==> config.mk <==
export PLATFORM = sky130hd
export DESIGN_NAME = manchester_pulse_decoder
export DESIGN_NICKNAME = d
export VERILOG_FILES = /design/src/mpd_pkg.sv /design/src/manchester_pulse_decoder.sv /design/src/mpd_step.sv
export SDC_FILE = /design/constraint.sdc
export NUM_CORES = 1
export LEC_CHECK = 0
export BUFFER_PORTS_ARGS = -buffer_cell sky130_fd_sc_hd__buf_4
export CELL_PAD_IN_SITES_DETAIL_PLACEMENT = 2
export CELL_PAD_IN_SITES_GLOBAL_PLACEMENT = 2
export CORE_ASPECT_RATIO = 1.1
export CORE_MARGIN = 10
export CORE_UTILIZATION = 38
export DETAILED_ROUTE_END_ITERATION = 6
export MAX_ROUTING_LAYER = met4
export PLACE_DENSITY_LB_ADDON = 0.1
export REMOVE_ABC_BUFFERS = 1
export SLEW_MARGIN = 0
export SYNTH_ARGS = -nofsm -noshare
export SYNTH_HDL_FRONTEND = slang
export SYNTH_SLANG_ARGS = --single-unit
==> constraint.sdc <==
create_clock -name clk -period 6 [get_ports clk]
set_clock_uncertainty 0.1 [all_clocks]
set_input_delay 0.6 -clock clk [delete_from_list [all_inputs] [get_ports clk]]
set_output_delay 0.6 -clock clk [all_outputs]
set_load 0.03 [all_outputs]
==> src/mpd_pkg.sv <==
`timescale 1ns / 1ps
// ----------------------------------------------------------------------------
// mpd_pkg
// Shared types and constants of the Manchester pulse-width decoder.
// ----------------------------------------------------------------------------
package mpd_pkg;

	// Configuration register indexes
	localparam int unsigned CFG_IDX_W = 3;
	localparam logic [CFG_IDX_W-1:0] REG_HALF_MIN          = 3'd0;
	localparam logic [CFG_IDX_W-1:0] REG_HALF_MAX          = 3'd1;
	localparam logic [CFG_IDX_W-1:0] REG_EXPECTED_BITS     = 3'd2;
	localparam logic [CFG_IDX_W-1:0] REG_START_BIT         = 3'd3;
	localparam logic [CFG_IDX_W-1:0] REG_START_SECOND_HALF = 3'd4;

	localparam int unsigned CFG_DATA_W = 16;
	localparam int unsigned DUR_W      = 16;

	// Reset values of the configuration registers
	localparam logic [DUR_W-1:0] HALF_MIN_RST      = 16'd0;
	localparam logic [DUR_W-1:0] HALF_MAX_RST      = 16'hFFFF;
	localparam logic [7:0]       EXPECTED_BITS_RST = 8'd8;

	typedef enum logic [1:0] {
		ERR_NONE         = 2'd0,
		ERR_LONG_FIRST   = 2'd1,
		ERR_BAD_DURATION = 2'd2,
		ERR_TOO_FEW      = 2'd3
	} err_t;

	typedef struct packed {
		logic [DUR_W-1:0] half_min;
		logic [DUR_W-1:0] half_max;
		logic [7:0]       expected_bits;
		logic             start_bit;
		logic             start_second_half;
	} cfg_t;

	typedef struct packed {
		logic       second_half;
		logic       pending_bit;
		logic [7:0] bit_count;
		logic [7:0] shift_byte;
		logic       halted;
		err_t       halt_error;
	} frame_state_t;

	typedef struct packed {
		logic       byte_valid;
		logic [7:0] byte_value;
		logic [4:0] byte_index;
		logic       frame_done;
		logic       frame_ok;
		err_t       error_code;
	} result_t;

endpackage

==> src/manchester_pulse_decoder.sv <==
`timescale 1ns / 1ps
// ----------------------------------------------------------------------------
// manchester_pulse_decoder
// Decodes Manchester-coded pulse durations into bytes and frame status.
// ----------------------------------------------------------------------------
// Usage:
//   Input channel (in_valid/in_ready) carries one pulse item: its duration
//   and a flag marking the last pulse of a captured train. Output channel
//   (out_valid/out_ready) returns exactly one result item per pulse: an
//   optional completed byte with its index, and frame done/ok/error status.
//   The configuration channel (cfg_valid/cfg_ready, cfg_index, cfg_data) is
//   always ready; write it only while no pulse is in flight.
// Pipeline and throughput:
//   The input register takes the pulse when it is accepted, and the result
//   register takes its result from the input register. One pulse per cycle
//   sustained while the receiver does not stall: the window compares and the
//   one-bit shift of the frame state fit between the two registers.
// Reset:
//   Configuration returns to its reset values, the output register empties
//   and the next pulse starts a new frame.
// Stall:
//   When out_ready is low the result register holds; the input register
//   still takes one more item, then in_ready drops until the result drains.
// ----------------------------------------------------------------------------
module manchester_pulse_decoder #(
	parameter int unsigned MAX_FRAME_BITS = 248
) (
	input  logic                               clk,
	input  logic                               arst_n,
	// Pulse input channel
	input  logic                               in_valid,
	output logic                               in_ready,
	input  logic [mpd_pkg::DUR_W-1:0]          pulse_duration,
	input  logic                               last_pulse,
	// Result channel
	output logic                               out_valid,
	input  logic                               out_ready,
	output logic                               byte_valid,
	output logic [7:0]                         byte_value,
	output logic [4:0]                         byte_index,
	output logic                               frame_done,
	output logic                               frame_ok,
	output logic [1:0]                         error_code,
	// Configuration write channel
	input  logic                               cfg_valid,
	output logic                               cfg_ready,
	input  logic [mpd_pkg::CFG_IDX_W-1:0]      cfg_index,
	input  logic [mpd_pkg::CFG_DATA_W-1:0]     cfg_data
);

	mpd_pkg::cfg_t         cfg_q;
	mpd_pkg::frame_state_t state_q;
	mpd_pkg::frame_state_t state_d;
	mpd_pkg::result_t      result_d;
	mpd_pkg::result_t      result_q;
	logic                  fresh_q;

	logic                              valid_s1;
	logic [mpd_pkg::DUR_W-1:0]         pulse_duration_s1;
	logic                              last_pulse_s1;

	logic out_valid_q;
	logic advance;

	// Move the stage-1 item into the result register when it is free or draining
	assign advance  = valid_s1 && (!out_valid_q || out_ready);
	assign in_ready = !valid_s1 || advance;
	assign cfg_ready = 1'b1;

	// Configuration registers
	always_ff @(posedge clk or negedge arst_n) begin
		if (!arst_n) begin
			cfg_q.half_min          <= mpd_pkg::HALF_MIN_RST;
			cfg_q.half_max          <= mpd_pkg::HALF_MAX_RST;
			cfg_q.expected_bits     <= mpd_pkg::EXPECTED_BITS_RST;
			cfg_q.start_bit         <= 1'b0;
			cfg_q.start_second_half <= 1'b0;
		end else if (cfg_valid) begin
			case (cfg_index)
				mpd_pkg::REG_HALF_MIN:          cfg_q.half_min <= cfg_data;
				mpd_pkg::REG_HALF_MAX:          cfg_q.half_max <= cfg_data;
				mpd_pkg::REG_EXPECTED_BITS:     cfg_q.expected_bits <= cfg_data[7:0];
				mpd_pkg::REG_START_BIT:         cfg_q.start_bit <= cfg_data[0];
				mpd_pkg::REG_START_SECOND_HALF: cfg_q.start_second_half <= cfg_data[0];
				default: ; // unused indexes: drop the write
			endcase
		end
	end

	// Input register
	always_ff @(posedge clk or negedge arst_n) begin
		if (!arst_n) begin
			valid_s1 <= 1'b0;
		end else if (in_ready) begin
			valid_s1 <= in_valid;
		end
	end

	always_ff @(posedge clk) begin
		if (in_ready && in_valid) begin
			pulse_duration_s1 <= pulse_duration;
			last_pulse_s1     <= last_pulse;
		end
	end

	mpd_step #(
		.MAX_FRAME_BITS(MAX_FRAME_BITS)
	) u_step (
		.cfg            (cfg_q),
		.fresh          (fresh_q),
		.state_q        (state_q),
		.pulse_duration (pulse_duration_s1),
		.last_pulse     (last_pulse_s1),
		.state_d        (state_d),
		.result         (result_d)
	);

	// Frame state: advance once per item; a last pulse arms a fresh frame
	always_ff @(posedge clk or negedge arst_n) begin
		if (!arst_n) begin
			state_q <= '{second_half: 1'b0, pending_bit: 1'b0, bit_count: 8'd0,
				shift_byte: 8'd0, halted: 1'b0, halt_error: mpd_pkg::ERR_NONE};
			fresh_q <= 1'b1;
		end else if (advance) begin
			state_q <= state_d;
			fresh_q <= last_pulse_s1;
		end
	end

	// Result register: hold while the receiver stalls
	always_ff @(posedge clk or negedge arst_n) begin
		if (!arst_n) begin
			out_valid_q <= 1'b0;
		end else if (advance) begin
			out_valid_q <= 1'b1;
		end else if (out_ready) begin
			out_valid_q <= 1'b0;
		end
	end

	always_ff @(posedge clk) begin
		if (advance) begin
			result_q <= result_d;
		end
	end

	assign out_valid  = out_valid_q;
	assign byte_valid = result_q.byte_valid;
	assign byte_value = result_q.byte_value;
	assign byte_index = result_q.byte_index;
	assign frame_done = result_q.frame_done;
	assign frame_ok   = result_q.frame_ok;
	assign error_code = result_q.error_code;

endmodule

==> src/mpd_step.sv <==
`timescale 1ns / 1ps
// ----------------------------------------------------------------------------
// mpd_step
// Next-state and result logic for one pulse: window classification, bit
// packing and frame end handling.
// ----------------------------------------------------------------------------
module mpd_step #(
	parameter int unsigned MAX_FRAME_BITS = 248
) (
	input  mpd_pkg::cfg_t                cfg,
	input  logic                         fresh,
	input  mpd_pkg::frame_state_t        state_q,
	input  logic [mpd_pkg::DUR_W-1:0]    pulse_duration,
	input  logic                         last_pulse,
	output mpd_pkg::frame_state_t        state_d,
	output mpd_pkg::result_t             result
);

	localparam logic [7:0] MAX_MASKED = 8'(MAX_FRAME_BITS & 248);
	localparam logic [7:0] MAX_BITS   = (MAX_MASKED == 8'd0) ? 8'd8 : MAX_MASKED;
	localparam int unsigned DUR_W_P1  = mpd_pkg::DUR_W + 1;

	typedef struct packed {
		mpd_pkg::frame_state_t st;
		logic                  byte_valid;
		logic [7:0]            byte_value;
		logic [4:0]            byte_index;
	} push_t;

	// Append one bit MSB first; report the byte when it completes
	function automatic push_t push_bit(mpd_pkg::frame_state_t s, logic b);
		push_t      p;
		logic [7:0] cnt;
		cnt = s.bit_count + 8'd1;
		p.st = s;
		p.st.bit_count = cnt;
		p.st.shift_byte = {s.shift_byte[6:0], b};
		p.byte_valid = 1'b0;
		p.byte_value = '0;
		p.byte_index = '0;
		if (cnt[2:0] == 3'd0) begin
			p.byte_valid = 1'b1;
			p.byte_value = p.st.shift_byte;
			p.byte_index = cnt[7:3] - 5'd1;
			p.st.shift_byte = '0;
		end
		return p;
	endfunction

	logic [7:0]            exp_masked;
	logic [7:0]            frame_bits;
	logic [DUR_W_P1-1:0]   dur_x;
	mpd_pkg::frame_state_t st;
	push_t                 p1;
	push_t                 p2;
	mpd_pkg::err_t         err;
	logic                  full_hit;
	logic                  half_hit;

	// Frame length: low three bits dropped, zero taken as one byte, clamp
	always_comb begin
		exp_masked = cfg.expected_bits & 8'hF8;
		frame_bits = (exp_masked == 8'd0) ? 8'd8 : exp_masked;
		if (frame_bits > MAX_BITS) begin
			frame_bits = MAX_BITS;
		end
	end

	// Doubled bounds are compared one bit wider so they never wrap
	assign dur_x    = {1'b0, pulse_duration};
	assign full_hit = (dur_x >= {cfg.half_min, 1'b0}) && (dur_x <= {cfg.half_max, 1'b0});
	assign half_hit = (pulse_duration >= cfg.half_min) && (pulse_duration <= cfg.half_max);

	always_comb begin
		// A fresh frame starts from the configured phase and bit
		if (fresh) begin
			st = '{second_half: cfg.start_second_half, pending_bit: cfg.start_bit,
				bit_count: 8'd0, shift_byte: 8'd0, halted: 1'b0,
				halt_error: mpd_pkg::ERR_NONE};
		end else begin
			st = state_q;
		end

		result = '0;
		err = mpd_pkg::ERR_NONE;
		state_d = st;
		p1 = push_bit(st, st.pending_bit);
		p2 = p1;

		if (st.halted) begin
			if (last_pulse) begin
				result.frame_done = 1'b1;
				result.error_code = st.halt_error;
			end
		end else begin
			if (st.bit_count < frame_bits) begin
				if (full_hit) begin
					if (!st.second_half) begin
						err = mpd_pkg::ERR_LONG_FIRST;
					end else begin
						state_d = p1.st;
						state_d.pending_bit = ~st.pending_bit;
						result.byte_valid = p1.byte_valid;
						result.byte_value = p1.byte_value;
						result.byte_index = p1.byte_index;
					end
				end else if (half_hit) begin
					if (st.second_half) begin
						state_d = p1.st;
						result.byte_valid = p1.byte_valid;
						result.byte_value = p1.byte_value;
						result.byte_index = p1.byte_index;
					end
					state_d.second_half = ~st.second_half;
				end else begin
					err = mpd_pkg::ERR_BAD_DURATION;
				end
			end

			if (err != mpd_pkg::ERR_NONE) begin
				state_d = st;
				result.frame_done = 1'b1;
				result.error_code = err;
				if (!last_pulse) begin
					state_d.halted = 1'b1;
					state_d.halt_error = err;
				end
			end else if (last_pulse) begin
				// One bit short: append the pending bit
				p2 = push_bit(state_d, state_d.pending_bit);
				if ({1'b0, state_d.bit_count} + 9'd1 == {1'b0, frame_bits}) begin
					state_d = p2.st;
					if (p2.byte_valid) begin
						result.byte_valid = 1'b1;
						result.byte_value = p2.byte_value;
						result.byte_index = p2.byte_index;
					end
				end
				result.frame_done = 1'b1;
				if (state_d.bit_count == frame_bits) begin
					result.frame_ok = 1'b1;
				end else begin
					result.error_code = mpd_pkg::ERR_TOO_FEW;
				end
			end
		end
	end

endmodule

==> results.py <==
metrics = {
    "placement": {
        "portBuffers": 60,
        "gp_congestion": 0.870,
        "dp_hpwl_mm": 17.8,
    },
    "timing": {
        "slew_viol_final": 0,
        "fmax_mhz": 177,
        "relSlewSlack_pct": 33.0,
        "tightest_slew_ns": 1.00,
        "period_share_pct": 94.1,
        "fin_setup_tns_ns": 0,
        "rsz0062_at_grt": "false",
        "finalHoldViolations": 0,
        "setup_viol_count_final": 0,
        "period_needed_ns": 5.64,
    },
    "drt": {
        "wl_per_cell_um": 22.7,
        "num_vias": 5816,
        "first_pass_iters": 4,
        "drc": 0,
        "routed_via_density": 5.65,
        "drtAntennaViolNets": 0,
        "wirelength_mm": 23.3,
        "drt_iter0_markers": 229,
    },
    "yosys": {
        "yosysUniqueCellTypes": 85,
        "synth_enable_flop_cells": 35,
        "synth.top_cell.area_share_pct": 16.0,
        "async_flop_share_pct": 63.9,
        "synth_area_sq_um": 6870,
        "synth_seq_area_share_pct": 38.2,
        "yosys_warnings": 0,
        "postSynthCellCount": 726,
        "yosysTopAreaCell": "dfrtp_1",
        "yosys_most_used_dff": "dfrtp_1",
        "ys_ff_latch": 97,
        "yosys-top-cells-area": "dfrtp_1 16%, edfxtp_1 15%, ha_1 13%",
        "synth.avg_cell_area_sq_um": 9.47,
    },
    "floorplanning": {
        "core-area_sq_um": 17700,
        "pin_count": 62,
        "initial_core_util_pct": 38.8,
        "rows": 51,
        "dieWidth_um": 148,
        "chipHeight_um": 161,
        "die-area_sq_um": 23900,
    },
    "worst_setup_path": {
        "worst-path-buf-inv": 3,
        "path_cells": "clkinv_1, nand2_1, inv_1, ha_1, a2111oi_0, o2bb2ai_2, nand2_4, a21oi_2, o21ai_0, inv_1, ha_1, o221a_2, nand2_2, or3_1, a311o_1, or4_4, or3_1, a32o_1",
        "critPathMaxStageDelay_ns": 0.68,
        "arrival_ns": 5.79,
        "r2r_cells": 18,
        "crit_fanout": 21,
        "crit_path_start_kind": "flop",
        "cp_data_required_time_ns": 6.15,
        "cp_top_family": "compound AO/OA/AOI/OAI gates",
        "critPathKind": "reg -> reg",
        "cp.depth": 18,
        "end_kind": "flop",
        "slowest_stage": "or4_4",
    },
    "finish": {
        "layout.nets": 899,
        "area_growth_pct": 15.3,
        "fillers": 1984,
        "final_layout_size_suffix_gt1_share_pct": 19.2,
        "num_antenna_cells": 0,
    },
    "power_and_ir_drop": {
        "peakVddDrop_mv": 0.159,
        "p_total_mw": 2.33,
        "power_density_nw_per_um2": 293,
        "p_leak_nw": 3.29,
    },
    "global_routing": {
        "antenna_found_initial": 0,
        "grtUsageTotal_pct": 20.3,
        "grt_first_pass_wirelength_mm": 37.4,
        "grt_max_degree": 63,
        "grt_pass1_vias": 6714,
        "grt-ovfl-total": 0,
    },
    "outcome": {
        "status": "finished, final reports clean",
    },
    "clock_network": {
        "cts_buffers": 9,
        "clk_latency_ns": 0.36,
        "path_clk_slew_ns": 0.08,
        "root_buffer": "clkbuf_16",
        "h-tree-depth": 3,
        "clock-sinks": 97,
        "cts_tree": "done",
        "clockBufferDepth": 2,
        "postCtsSetupRepairBufs": 0,
    },
    "min_path": {
        "hold_path.class": "in -> async",
    },
    "run": {
        "drv_cap": 0,
    },
}
## area by class of cell
cell class | instances | area (sq um) | area share [%]
multi-input combinational | 554 | 3950 | 49.8
sequential | 97 | 2630 | 33.1
tap | 238 | 298 | 3.76
inverter | 51 | 191 | 2.42
clock buffer | 9 | 225 | 2.84
timing repair buffer | 73 | 548 | 6.92
clock inverter | 7 | 87.6 | 1.11
## layer usage
metal / up-vias / global-route usage (%) / wire, um
li1: 2742 / - / -
met1: 2969 / 22.7 / 9780
met2: 82 / 37.0 / 12600
met3: 23 / 2.91 / 500
met4: 0 / 5.09 / 401
met5: - / - / 0
## path summary, 6_finish.rpt
check / slack [ns] / start / end
worst min-delay path: 0.23 / arst_n / state_q[15]
worst max register to register: 0.36 / fresh_q / state_q[15]
min in group clk: 0.31 / pulse_duration[3] / pulse_duration_s1[3]
worst max-delay path: 0.36 / fresh_q / state_q[15]
max in group asynchronous: 4.94 / arst_n / cfg_q[7]
worst min register to register: 0.38 / state_q[19] / state_q[19]
## registers in the layout (all words and copies together), names as in the netlist
signal and count:
byte_index 5, byte_valid 1, byte_value 8, cfg_q 39, error_code 2, frame_done 1
frame_ok 1, fresh_q 1, last_pulse_s1 1, out_valid 1, pulse_duration_s1 16, state_q 20
valid_s1 1
## worst register-to-register path, stage by stage, from the launching register on
cell	delay (ns)
dfstp_2	0.56
clkinv_1	0.12
nand2_1	0.16
inv_1	0.10
ha_1	0.33
a2111oi_0	0.55
o2bb2ai_2	0.29
nand2_4	0.13
a21oi_2	0.20
o21ai_0	0.22
inv_1	0.12
ha_1	0.22
o221a_2	0.23
nand2_2	0.10
or3_1	0.38
a311o_1	0.41
or4_4	0.68
or3_1	0.37
a32o_1	0.26
## cell usage after synthesis (4+ instances only)
library cell	count
nor3_1	10
o21ai_1	5
ha_1	72
nor4_1	4
o21a_1	4
a22o_1	7
nor2_1	41
clkbuf_1	15
a211oi_1	6
dfrtp_1	44
mux2i_1	12
o21ai_0	54
nand2_1	96
nor2b_1	10
mux2_1	4
nand4_1	13
mux2_2	8
xnor2_1	19
edfxtp_1	35
or3_1	6
dfstp_2	18
o211ai_1	4
nand3_1	27
o31ai_1	11
nand2b_1	14
inv_1	47
buf_6	6
a21o_1	8
and2_1	4
a21oi_1	40
## per-stage QoR
stage	hold slack [ns]	utilization (%)	setup slack, ns	cell area (sq um)	cells
after CTS	0.296	44.6	0.164	7920	1029
after global placement	0.357	42.9	0.313	7600	1013
final	0.228	44.7	0.355	7920	1029
after detailed placement	0.368	42.9	0.245	7600	1013
after global routing	0.293	44.7	0.00613	7920	1029
after floorplan	0.204	-	0.367	6730	702
## timing repair
| item | 4_1_cts | 5_1_grt |
|---|---|---|
| resized for setup | 0 | 2 |
| hold buffers | 0 | 0 |
| setup endpoints to repair | 0 | 12 |
## cell families (layout without fill, tap and decap cells)
family	count (synthesis)	after routing	share of synthesized area (%)
other cells	1	1	0.0546
xor+xnor	23	23	3.13
simple gates	253	253	18.7
flops	97	97	38.2
mux	26	26	4.13
buf+inv	75	140	4.84
compound gates	179	179	17.9
fa+ha+maj	72	72	13.1
## report_power, final
| part | internal [mW] | leakage [nW] | switching (mW) |
|---|---|---|---|
| clock network | 0.333 | 0.152 | 0.305 |
| registers | 0.806 | 1.09 | 0.0646 |
| logic | 0.289 | 2.05 | 0.527 |
| total | 1.43 | 3.29 | 0.897 |
## layout by cell type (no fill, tap or decap), types with 14 or more instances in the layout
cell type  netlist  final
dfstp_2         18     18
nand2_1         96     96
nor2_1          41     41
ha_1            72     72
buf_4            1     73
o21ai_0         54     54
xnor2_1         19     19
nand2b_1        14     14
a21oi_1         40     40
edfxtp_1        35     35
nand3_1         27     27
inv_1           47     47
dfrtp_1         44     44
(Power assumes the default switching activity.)
